`src/tcs_pkg.sv`:
```
package tcs_pkg;

  localparam int unsigned MemWords  = 65536;
  localparam int unsigned StackBase = 65280;
  localparam int unsigned AddrW     = $clog2(MemWords);

  typedef struct packed {
    logic        kind;
    logic [15:0] load_address;
    logic [15:0] load_value;
    logic [7:0]  input_char;
    logic [15:0] random_first;
    logic [15:0] random_second;
  } in_t;

  typedef struct packed {
    logic        char_valid;
    logic [7:0]  char_first;
    logic [7:0]  char_second;
    logic        halted;
    logic [15:0] program_counter;
  } out_t;

  typedef enum logic [7:0] {
    OP_NOP = 8'h00, OP_ADD = 8'h01, OP_SUB = 8'h02, OP_MUL = 8'h03,
    OP_DIV = 8'h04, OP_CMP = 8'h05, OP_JMP = 8'h06, OP_GFX = 8'h07,
    OP_AND = 8'h08, OP_NOT = 8'h09, OP_OR  = 8'h0A, OP_XOR = 8'h0B,
    OP_INP = 8'h0C, OP_OUT = 8'h0D, OP_RSH = 8'h0E, OP_LSH = 8'h0F,
    OP_SET = 8'h10, OP_GET = 8'h11, OP_JOZ = 8'h12, OP_RND = 8'h13,
    OP_MOV = 8'h14, OP_PSH = 8'h15, OP_POP = 8'h16, OP_MOD = 8'h17,
    OP_HLT = 8'h18, OP_JNZ = 8'h19, OP_POW = 8'h1A, OP_CAL = 8'h1B,
    OP_RET = 8'h1C
  } op_e;

  localparam logic [3:0] SelPc = 4'd7;
  localparam logic [3:0] SelC  = 4'd9;

  localparam logic [7:0] ModeX   = 8'd1;
  localparam logic [7:0] ModeY   = 8'd2;
  localparam logic [7:0] ModeXY  = 8'd3;
  localparam logic [7:0] ModeYX  = 8'd4;

  typedef struct packed {
    logic        start;
    logic        is_div;
    logic [15:0] num;
    logic [15:0] den;
  } div_req_t;

  typedef struct packed {
    logic        busy;
    logic        done;
    logic [15:0] quot;
    logic [15:0] rem;
  } div_rsp_t;

endpackage

```
`src/tcs_div.sv`:
```
module tcs_div (
  input  logic              clk_i,
  input  logic              rst_ni,
  input  tcs_pkg::div_req_t req_i,
  output tcs_pkg::div_rsp_t rsp_o
);
  import tcs_pkg::*;

  logic [15:0] q_q, q_d, r_q, r_d, den_q, den_d;
  logic [4:0]  cnt_q, cnt_d;
  logic        busy_q, busy_d, done_q, done_d;
  logic [16:0] trial;

  always_comb begin
    q_d = q_q; r_d = r_q; den_d = den_q; cnt_d = cnt_q;
    busy_d = busy_q; done_d = 1'b0;
    trial = {r_q, q_q[15]} - {1'b0, den_q};
    if (req_i.start) begin
      q_d = req_i.num; r_d = '0; den_d = req_i.den;
      cnt_d = 5'd16; busy_d = 1'b1;
    end else if (busy_q) begin
      // one quotient bit a cycle, restoring
      if (!trial[16]) begin
        r_d = trial[15:0];
      end else begin
        r_d = {r_q[14:0], q_q[15]};
      end
      q_d = {q_q[14:0], ~trial[16]};
      cnt_d = cnt_q - 5'd1;
      if (cnt_q == 5'd1) begin
        busy_d = 1'b0; done_d = 1'b1;
      end
    end
  end

  always_ff @(posedge clk_i or negedge rst_ni) begin
    if (!rst_ni) begin
      busy_q <= 1'b0; done_q <= 1'b0; cnt_q <= '0;
    end else begin
      busy_q <= busy_d; done_q <= done_d; cnt_q <= cnt_d;
    end
  end

  always_ff @(posedge clk_i) begin
    q_q <= q_d; r_q <= r_d; den_q <= den_d;
  end

  assign rsp_o.busy = busy_q;
  assign rsp_o.done = done_q;
  assign rsp_o.quot = q_q;
  assign rsp_o.rem  = r_q;

`ifndef ASSERT_OFF
  a_done_after_busy: assert property (@(posedge clk_i) disable iff (!rst_ni)
    done_q |-> $past(busy_q)) else $error("divider done without busy");
  a_cnt_busy: assert property (@(posedge clk_i) disable iff (!rst_ni)
    busy_q |-> cnt_q != 5'd0) else $error("divider count ran out while busy");
  a_no_start_busy: assert property (@(posedge clk_i) disable iff (!rst_ni)
    done_q |-> !busy_q) else $error("divider done and busy");
`endif
endmodule

```
`config.mk`:
```
export PLATFORM = sky130hd
export DESIGN_NAME = tcs_div
export DESIGN_NICKNAME = d
export VERILOG_FILES = /design/src/tcs_pkg.sv /design/src/tcs_div.sv
export SDC_FILE = /design/constraint.sdc
export NUM_CORES = 1
export LEC_CHECK = 0
export BUFFER_PORTS_ARGS = -buffer_cell sky130_fd_sc_hd__buf_2
export CAP_MARGIN = 20
export CORE_ASPECT_RATIO = 0.7
export CORE_UTILIZATION = 58
export DETAILED_ROUTE_END_ITERATION = 16
export PLACE_DENSITY = 0.89
export SYNTH_ARGS = -nofsm -noshare
export SYNTH_HDL_FRONTEND = slang
export SYNTH_SLANG_ARGS = --single-unit
export TNS_END_PERCENT = 10
```
`constraint.sdc`:
```
create_clock -name clk_i -period 7.17 [get_ports clk_i]
set_input_delay 0.717 -clock clk_i [delete_from_list [all_inputs] [get_ports clk_i]]
set_output_delay 0.717 -clock clk_i [all_outputs]
set_load 0.02 [all_outputs]
```
==> results of run 1 <==
==> cells in the mapped netlist, drive strengths merged <==
| cell | count |
|---|---|
| mux2 | 15 |
| buf | 5 |
| o311ai | 4 |
| nand3 | 13 |
| mux2i | 4 |
| nand2 | 23 |
| a311oi | 1 |
| a211o | 1 |
| fa | 1 |
| edfxtp | 32 |
| a31oi | 1 |
| clkbuf | 5 |
| nand2b | 6 |
| a21o | 4 |
| or2b | 1 |
| nor2b | 4 |
| dfxtp | 16 |
| o31ai | 2 |
| o211ai | 3 |
| xnor2 | 10 |
| a21oi | 18 |
| nand4 | 1 |
| xor2 | 8 |
| and3 | 1 |
| a211oi | 8 |
| a32oi | 5 |
| and2 | 1 |
| nor2 | 15 |
| a22o | 1 |
| ha | 18 |
| or4b | 2 |
| nor4b | 1 |
| nor3 | 3 |
| inv | 21 |
| o21ai | 11 |
| dfrtp | 7 |
==> power by group <==
part           internal, mW  switching (mW)  total [mW]  leakage (nW)
clock network         0.105           0.101       0.206        0.0548
logic                0.0955           0.129       0.225         0.970
registers             0.379          0.0318       0.411         0.541
total                 0.580           0.262       0.842          1.57
==> kinds of logic (layout without fill, tap and decap cells) <==
family                     count (synthesis)  after routing  synth area share
AOI/OAI and AO/OA                         59             59            0.1379
xor gates and xnor gates                  18             18           0.05516
adders and majority gates                 19             19           0.08191
buffers and inverters                     31            100           0.05182
DFF                                       55             55            0.4864
muxes                                     19             19           0.06979
and+or+nand+nor                           71             71            0.1170
==> metrics by stage <==
stage,util,instances
global route,0.7163,410
global placement,0.6927,402
CTS,0.7163,410
floorplan,-,272
finish,0.7163,410
detailed placement,0.6927,402
==> path summary, 6_finish.rpt <==
check	start	end	slack, ns	depth (start not counted)
worst max-delay path	q_q[15]	r_q[13]	4.16	10
worst min-delay path	rst_ni	done_q	0.22	1
worst max register to register	q_q[15]	r_q[13]	4.16	10
worst min register to register	r_q[4]	r_q[5]	0.52	2
max in group asynchronous	rst_ni	cnt_q[4]	6.80	1
min in group clk_i	r_q[4]	r_q[5]	0.52	2
==> sequential cells by signal, summed over array words and instances (netlist names) <==
| register | count |
|---|---|
| done_q | 1 |
| cnt_q | 5 |
| q_q | 16 |
| busy_q | 1 |
| r_q | 16 |
| den_q | 16 |
==> per-layer routing <==
layer | vias to the layer above | GRT usage | wire [um]
li1 | 1115 | - | -
met1 | 1081 | 0.3447 | 2822
met2 | 87 | 0.3547 | 2657
met3 | 7 | 0.04920 | 438
met4 | 0 | 0.07582 | 67
met5 | - | 0 | 0
==> cell usage in the layout (no fill, tap or decap), drive strengths merged, types with 2 or more instances in the layout <==
cell     n
a211oi   8
a21o     4
a21oi   18
a32oi    5
buf     71
clkbuf   5
dfrtp    7
dfxtp   16
edfxtp  32
ha      18
inv     22
mux2    15
mux2i    4
nand2   23
nand2b   6
nand3   13
nor2    15
nor2b    4
nor3     3
o211ai   3
o21ai   11
o311ai   4
o31ai    2
or4b     2
xnor2   10
xor2     8
==> worst reg2reg max path, cell delays in order (launching register included) <==
cell      delay [ns]
edfxtp_1        0.39
inv_1           0.06
ha_1            0.22
fa_1            0.41
nand2b_1        0.19
a21oi_1         0.27
o21ai_1         0.18
a31oi_4         0.23
xor2_2          0.53
o311ai_0        0.26
o21ai_0         0.19
==> final cells by class <==
| cell class | count | area share |
|---|---|---|
| clock buffers | 5 | 0.01976 |
| clock inverters | 3 | 0.01330 |
| inverters | 21 | 0.02264 |
| multi-input cells | 186 | 0.3971 |
| flip-flops and latches | 55 | 0.4183 |
| well taps | 69 | 0.02479 |
| repair buffers | 71 | 0.1042 |
==> flow_summary.ini, run 1 <==
[cts]
cts_max_path_buffers = 2
h-tree-depth = 2
cts.hold.buffers_added = 0
tritoncts = built
cts-root-buf = clkbuf_8
cts_resized = 0
clk_pin_slew_worst_paths_ns = 0.10
insertion_delay_ns = 0.31
post_cts_buffers = 0
numCtsBuffers = 5
cts_sinks = 55

[setup_path]
path_class = flop to flop
cp.required_ns = 7.40
cp_cell_sequence = inv_1 -> ha_1 -> fa_1 -> nand2b_1 -> a21oi_1 -> o21ai_1 -> a31oi_4 -> xor2_2 -> o311ai_0 -> o21ai_0
cpMaxStageDelayCell = xor2_2
cp-end-kind = flop
critPathLaunchType = flop
crit_fanout = 10
cp.arrival_ns = 3.24
cp_num_buf_inv = 1
cpPeakStageDelay_ns = 0.53
critPathTopFamily = compound AO/OA/AOI/OAI gates

[final_layout]
fin_nets = 395
num_antenna_cells = 0
regArea_um2 = 1456
n_fill_cell = 357
drive_gt1_frac = 0.3050
area_growth_pct = 16.30
multi_input_area_um2 = 1383
stdcell_area_um2 = 3482

[routing]
dr.pass1.iters = 4
viasPerCell = 5.585
drt_iter0_markers = 205
drc = 0
totalWireLength_um = 5986
drt.antenna.violating_nets = 0
post_drt_wl_per_cell_um = 14.60
vias = 2290

[yosys]
synth.avg_cell_area_um2 = 11.01
postSynthCellCount = 272
netlist_top_cells_area = edfxtp_1, dfxtp_1, ha_1
synth_top_area_cell = edfxtp_1
yosys_warnings = 0
yosysTopAreaCellShare = 0.3209
seq_area_frac_synth = 0.4864
syn-num-nets = 327
syn-cell-area_um2 = 2994
synth-seq-cells = 55
synth_cell_types = 46

[place]
dp_hpwl_um = 4359
place_area_um2 = 3367
post-place-ws_ns = 4.251
place_congestion = 0.8770
io_buffer_count = 68

[global_routing]
antenna_found_initial = 0
first_global_vias = 2128
overflow = 0
grt_max_degree = 48
grt_pass1_wl_um = 9998
grtUsageTotal = 0.2374

[sta]
max-slew-margin-rel = 0.3407
clock_skew_ns = 0.008616
fin_setup_tns_ns = 0
hold_viol = 0
setup_viol = 0
slew_viol_final = 0
period_minus_slack_ns = 3.009
timing.fmax_mhz = 332.3
rsz0062_at_grt = no
setup_ws_ns = 4.161
worst_pin_slew_ns = 0.9854
finalCritPeriodShare = 0.4197
holdWs_ns = 0.2224

[floorplan]
start_util = 0.6160
die_w_um = 87.88
dieArea_um2 = 5458
ios = 70
core_area_um2 = 4861
die_height_um = 62.11
row_count = 21

[pwr]
p_per_area_nw_per_um2 = 241.8
vdd_drop_max_uv = 159.9
total_power_mw = 0.8419
power.leakage_nw = 1.566

[outcome]
status = complete, no violations

[min_path]
hp-class = input port to async pin

[run]
maxCapViolCount = 0
(Power assumes the default switching activity.)
==> run 2: changes to the inputs <==
- CORE_UTILIZATION: 58 -> 49
- PLACE_DENSITY: 0.89 -> 0.81
- clock period: 7.17 -> 2.6 ns (I/O delays scaled with it)
==> flow_summary.ini, run 2 (synthesized netlist as in run 1, its figures left out) <==
[setup_path]
cp.required_ns = 2.77
cp_num_buf_inv = 2
cp-end-kind = flop
cpPeakStageDelay_ns = 0.37
cp.arrival_ns = 2.67
crit_fanout = 6
path_class = flop to flop
critPathTopFamily = compound AO/OA/AOI/OAI gates
cpMaxStageDelayCell = edfxtp_1
cp_cell_sequence = inv_1 -> ha_2 -> fa_2 -> nand2b_4 -> a21oi_4 -> o21ai_4 -> a31oi_4 -> xor2_2 -> buf_6 -> mux2i_1 -> a211oi_1
critPathLaunchType = flop

[floorplan]
start_util = 0.5151
die_w_um = 95.43
row_count = 23
ios = 70
die_height_um = 67.40
core_area_um2 = 5813
dieArea_um2 = 6432

[routing]
drc = 0
drt_iter0_markers = 135
wl_met2_um = 3087
viasPerCell = 5.459
drt.antenna.violating_nets = 0
dr.pass1.iters = 4
m1WireLength_um = 2984
vias = 2342
totalWireLength_um = 6594
post_drt_wl_per_cell_um = 15.37
met3WireLength_um = 471
dr.max_layer_used = met4

[cts]
numCtsBuffers = 5
h-tree-depth = 2
cts-root-buf = clkbuf_8
clk_pin_slew_worst_paths_ns = 0.11
tritoncts = built
cts_sinks = 55
insertion_delay_ns = 0.31
cts_max_path_buffers = 2

[global_routing]
overflow = 0
first_global_vias = 2251
grt_pass1_wl_um = 10660
antenna_found_initial = 0
grtUsageTotal = 0.2194
grt_max_degree = 21

[pwr]
p_per_area_nw_per_um2 = 674.4
total_power_mw = 2.480
power.leakage_nw = 1.650
vdd_drop_max_uv = 314.3

[final_layout]
n_fill_cell = 467
final_common_cell = buf_2
area_growth_pct = 22.82
final_cell_mix = buf_2, edfxtp_1, nand2_1
reg_top3 = den_q x16, q_q x16, r_q x16
fin_nets = 408
drive_gt1_frac = 0.3503
num_antenna_cells = 0

[min_path]
hp-class = input port to flop

[sta]
holdWs_ns = 0.1138
max-slew-margin-rel = 0.5829
hold_viol = 0
worst_pin_slew_ns = 0.6257
timing.fmax_mhz = 401.2
slew_viol_final = 0
rsz0062_at_grt = yes
clock_skew_ns = 0.01019
finalCritPeriodShare = 0.9586
period_minus_slack_ns = 2.492
setup_viol = 0

[place]
io_buffer_count = 68
place_congestion = 0.8860
dp_hpwl_um = 4809

[run]
maxCapViolCount = 0

[outcome]
status = complete, no violations
-- run 2: changes by cell type in the layout (fill, tap and decap cells not counted), sizes merged --
cell	delta
bufinv	+1
inv	-1
buf	+12
dlygate4sd3	+1
-- run 2: stage by stage --
stage | instances | utilization | setup slack [ns] | setup TNS (ns) | area [um^2]
4_1_cts | 428 | 0.6225 | -0.0006968 | -0.0006968 | 3618
2_1_floorplan | 272 | - | -0.04577 | -0.2623 | 3002
6_report | 429 | 0.6326 | 0.1076 | 0 | 3677
3_3_place_gp | 419 | 0.5960 | 0.01297 | 0 | 3465
5_1_grt | 429 | 0.6326 | -0.01113 | -0.01542 | 3677
3_5_place_dp | 419 | 0.5960 | -0.05921 | -0.2068 | 3465
-- run 2: repair_timing --
item	in CTS	in global routing
hold endpoints to repair	7	0
setup buffers	0	1
endpoints found under the setup margin	13	15
resized for setup	2	9
hold buffers	1	0
pin swaps	1	4
-- run 2: routing by layer --
metal,GRT usage,up-vias
li1,-,1148
met1,0.2970,1103
met2,0.3598,84
met3,0.04730,7
met4,0.05597,0
met5,0,-
-- run 2: worst paths after layout --
| kind | startpoint | endpoint | slack [ns] | depth (start not counted) |
|---|---|---|---|---|
| max | q_q[15] | r_q[6] | 0.11 | 11 |
| min | req_i[15] | den_q[15] | 0.11 | 1 |
| max reg2reg | q_q[15] | r_q[6] | 0.11 | 11 |
| min reg2reg | r_q[5] | r_q[5] | 0.53 | 2 |
| max in group asynchronous | rst_ni | cnt_q[1] | 2.16 | 2 |
| min in group asynchronous | rst_ni | cnt_q[0] | 0.29 | 2 |
-- run 2: final cells by class --
type,instances,area [um^2],share of cell area
multi-input cells,186,1445,0.3930
repair buffers,84,466.7,0.1269
flip-flops and latches,55,1456,0.3961
clock buffers,5,68.82,0.01871
well taps,75,93.84,0.02552
inverters,21,78.83,0.02144
clock inverters,3,67.56,0.01837
-- run 2: worst register-to-register path, delay by kind of cell (launching register included) --
kind	cells	cell delay, ns
buffers and inverters	2	0.23
DFF	1	0.37
adders and majority gates	2	0.53
AOI/OAI and AO/OA	4	0.64
xor gates and xnor gates	1	0.21
muxes	1	0.21
and+or+nand+nor	1	0.16
-- run 2: power by group --
part           internal [mW]  switching (mW)  total [mW]
clock                  0.384           0.298       0.682
sequential              1.05          0.0837        1.13
combinational          0.292           0.377       0.668
total                   1.72           0.759        2.48
==> run 3: changes to the inputs <==
==> constraint.sdc (replaced) <==
create_clock -name clk_i -period 2.6 [get_ports clk_i]
set_input_delay 0.52 -clock clk_i [delete_from_list [all_inputs] [get_ports clk_i]]
set_output_delay 0.52 -clock clk_i [all_outputs]
set_load 0.02 [all_outputs]
==> flow_summary.ini, run 3 (synthesized netlist as in run 1, its figures left out) <==
[final_layout]
final_common_cell = buf_2
finish.utilization = 0.6266
n_fill_cell = 483
final_cell_mix = buf_2, edfxtp_1, nand2_1
area_growth_pct = 21.65
num_antenna_cells = 0
drive_gt1_frac = 0.3511
fin_nets = 410
reg_top3 = den_q x16, q_q x16, r_q x16

[pwr]
power.leakage_nw = 1.640
p_clk_frac = 0.208
p_per_area_nw_per_um2 = 628.2
swShare = 0.3292
power_switching_mw = 0.7532
comb_power_share = 0.300
seq_power_share = 0.492
p_int_mw = 1.535
vdd_drop_max_uv = 302.6
total_power_mw = 2.288

[sta]
worst_pin_slew_ns = 1.154
finalCritPeriodShare = 0.9715
max-slew-margin-rel = 0.2290
timing.fmax_mhz = 395.9
hold_viol = 0
period_minus_slack_ns = 2.526
rsz0062_at_grt = yes
slew_viol_final = 0
setup_viol = 0
clock_skew_ns = 0.008867

[global_routing]
grt_max_degree = 28
antenna_found_initial = 0
grt_pass1_wl_um = 10610
first_global_vias = 2250
overflow = 0
grtUsageTotal = 0.2208

[cts]
cts-root-buf = clkbuf_8
cts_max_path_buffers = 2
numCtsBuffers = 5
insertion_delay_ns = 0.32
tritoncts = built
clk_pin_slew_worst_paths_ns = 0.10
cts_sinks = 55
h-tree-depth = 2

[place]
place_congestion = 0.8844
io_buffer_count = 68
dp_hpwl_um = 4880

[floorplan]
ios = 70
core_area_um2 = 5813
die_height_um = 67.40
start_util = 0.5151
row_count = 23
dieArea_um2 = 6432
die_w_um = 95.43

[setup_path]
startpoint = q_q[15]
critPathLaunchType = flop
cp.required_ns = 2.80
cp.arrival_ns = 2.73
cp-end-kind = flop
r2r_slack_ns = 0.07
r2r.worst_path.cells = 11
crit_fanout = 7
timing.rr.start = q_q[15]
path_class = flop to flop
r2r-end = r_q[7]
cp-endpoint = r_q[7]

[min_path]
hp-class = input port to async pin

[routing]
post_drt_wl_per_cell_um = 15.51
drc = 0
vias = 2336
viasPerCell = 5.420
drt.antenna.violating_nets = 0
totalWireLength_um = 6684
dr.pass1.iters = 5
drt_iter0_markers = 151

[outcome]
status = complete, no violations

[run]
maxCapViolCount = 0
[run 3: cell count changes in the layout (fill, tap and decap cells not counted), sizes merged]
cell / change
clkbuf: +1
clkinvlp: -1
dlygate4sd3: -1
clkinv: +2
buf: +3
bufinv: -2
[run 3: power by group through the flow]
| stage | sequential, mW | clock [mW] | combinational (mW) |
|---|---|---|---|
| after global routing | 1.14 | 0.526 | 0.751 |
| final | 1.13 | 0.475 | 0.686 |
| after global placement | 1.14 | 0 | 0.626 |
| after floorplan | 1.21 | 0 | 0.387 |
| after detailed placement | 1.14 | 0 | 0.648 |
| after CTS | 1.13 | 0.484 | 0.662 |
[run 3: metal layers]
metal / GRT usage / routed length [um] / vias to the layer above
li1: - / - / 1149
met1: 0.2962 / 3151 / 1097
met2: 0.3563 / 3067 / 81
met3: 0.04730 / 385 / 9
met4: 0.07649 / 79 / 0
met5: 0 / 0 / -
[run 3: cell type report]
cell class	count	area (um^2)	area share
sequential	55	1456	0.3999
multi-input combinational	186	1449	0.3978
timing repair buffer	86	479.2	0.1316
tap	75	93.84	0.02576
inverter	21	78.83	0.02164
clock buffer	6	72.57	0.01992
clock inverter	2	12.51	0.003435
[run 3: what timing repair did]
action                                  4_1_cts  5_1_grt
buffers inserted                              1        2
hold buffers                                  0        0
endpoints found under the setup margin       15       15
pin swaps                                     3        4
resized for setup                             4        8
[run 3: stage by stage]
step / std cells / hold slack (ns) / setup TNS (ns) / instance area, um^2 / setup WS, ns
global placement: 420 / 0.3585 / -0.003317 / 3472 / -0.003317
floorplan: 272 / 0.2244 / -0.2623 / 3002 / -0.04577
finish: 431 / 0.01800 / 0 / 3642 / 0.07420
CTS: 429 / 0.01780 / 0 / 3591 / 0.01613
detailed placement: 420 / 0.3606 / -0.1702 / 3472 / -0.06673
global route: 431 / 0.02213 / -0.05649 / 3642 / -0.04129
[run 3: worst min path at each step]
stage | end | cells past startpoint
3_3_place_gp | cnt_q[0] | 1
5_1_grt | cnt_q[1] | 1
4_1_cts | cnt_q[1] | 1
2_1_floorplan | busy_q | 0
3_5_place_dp | cnt_q[1] | 1
6_report | cnt_q[1] | 1
[run 3: critical path, stage by stage, from the launching register on]
cell and delay (ns):
edfxtp_1 0.36, inv_1 0.05, ha_1 0.22, fa_2 0.36
nand2b_4 0.17, a21oi_4 0.15, o21ai_2 0.11, a31oi_4 0.28
xor2_2 0.20, buf_6 0.18, mux2i_4 0.25, a211oi_2 0.10
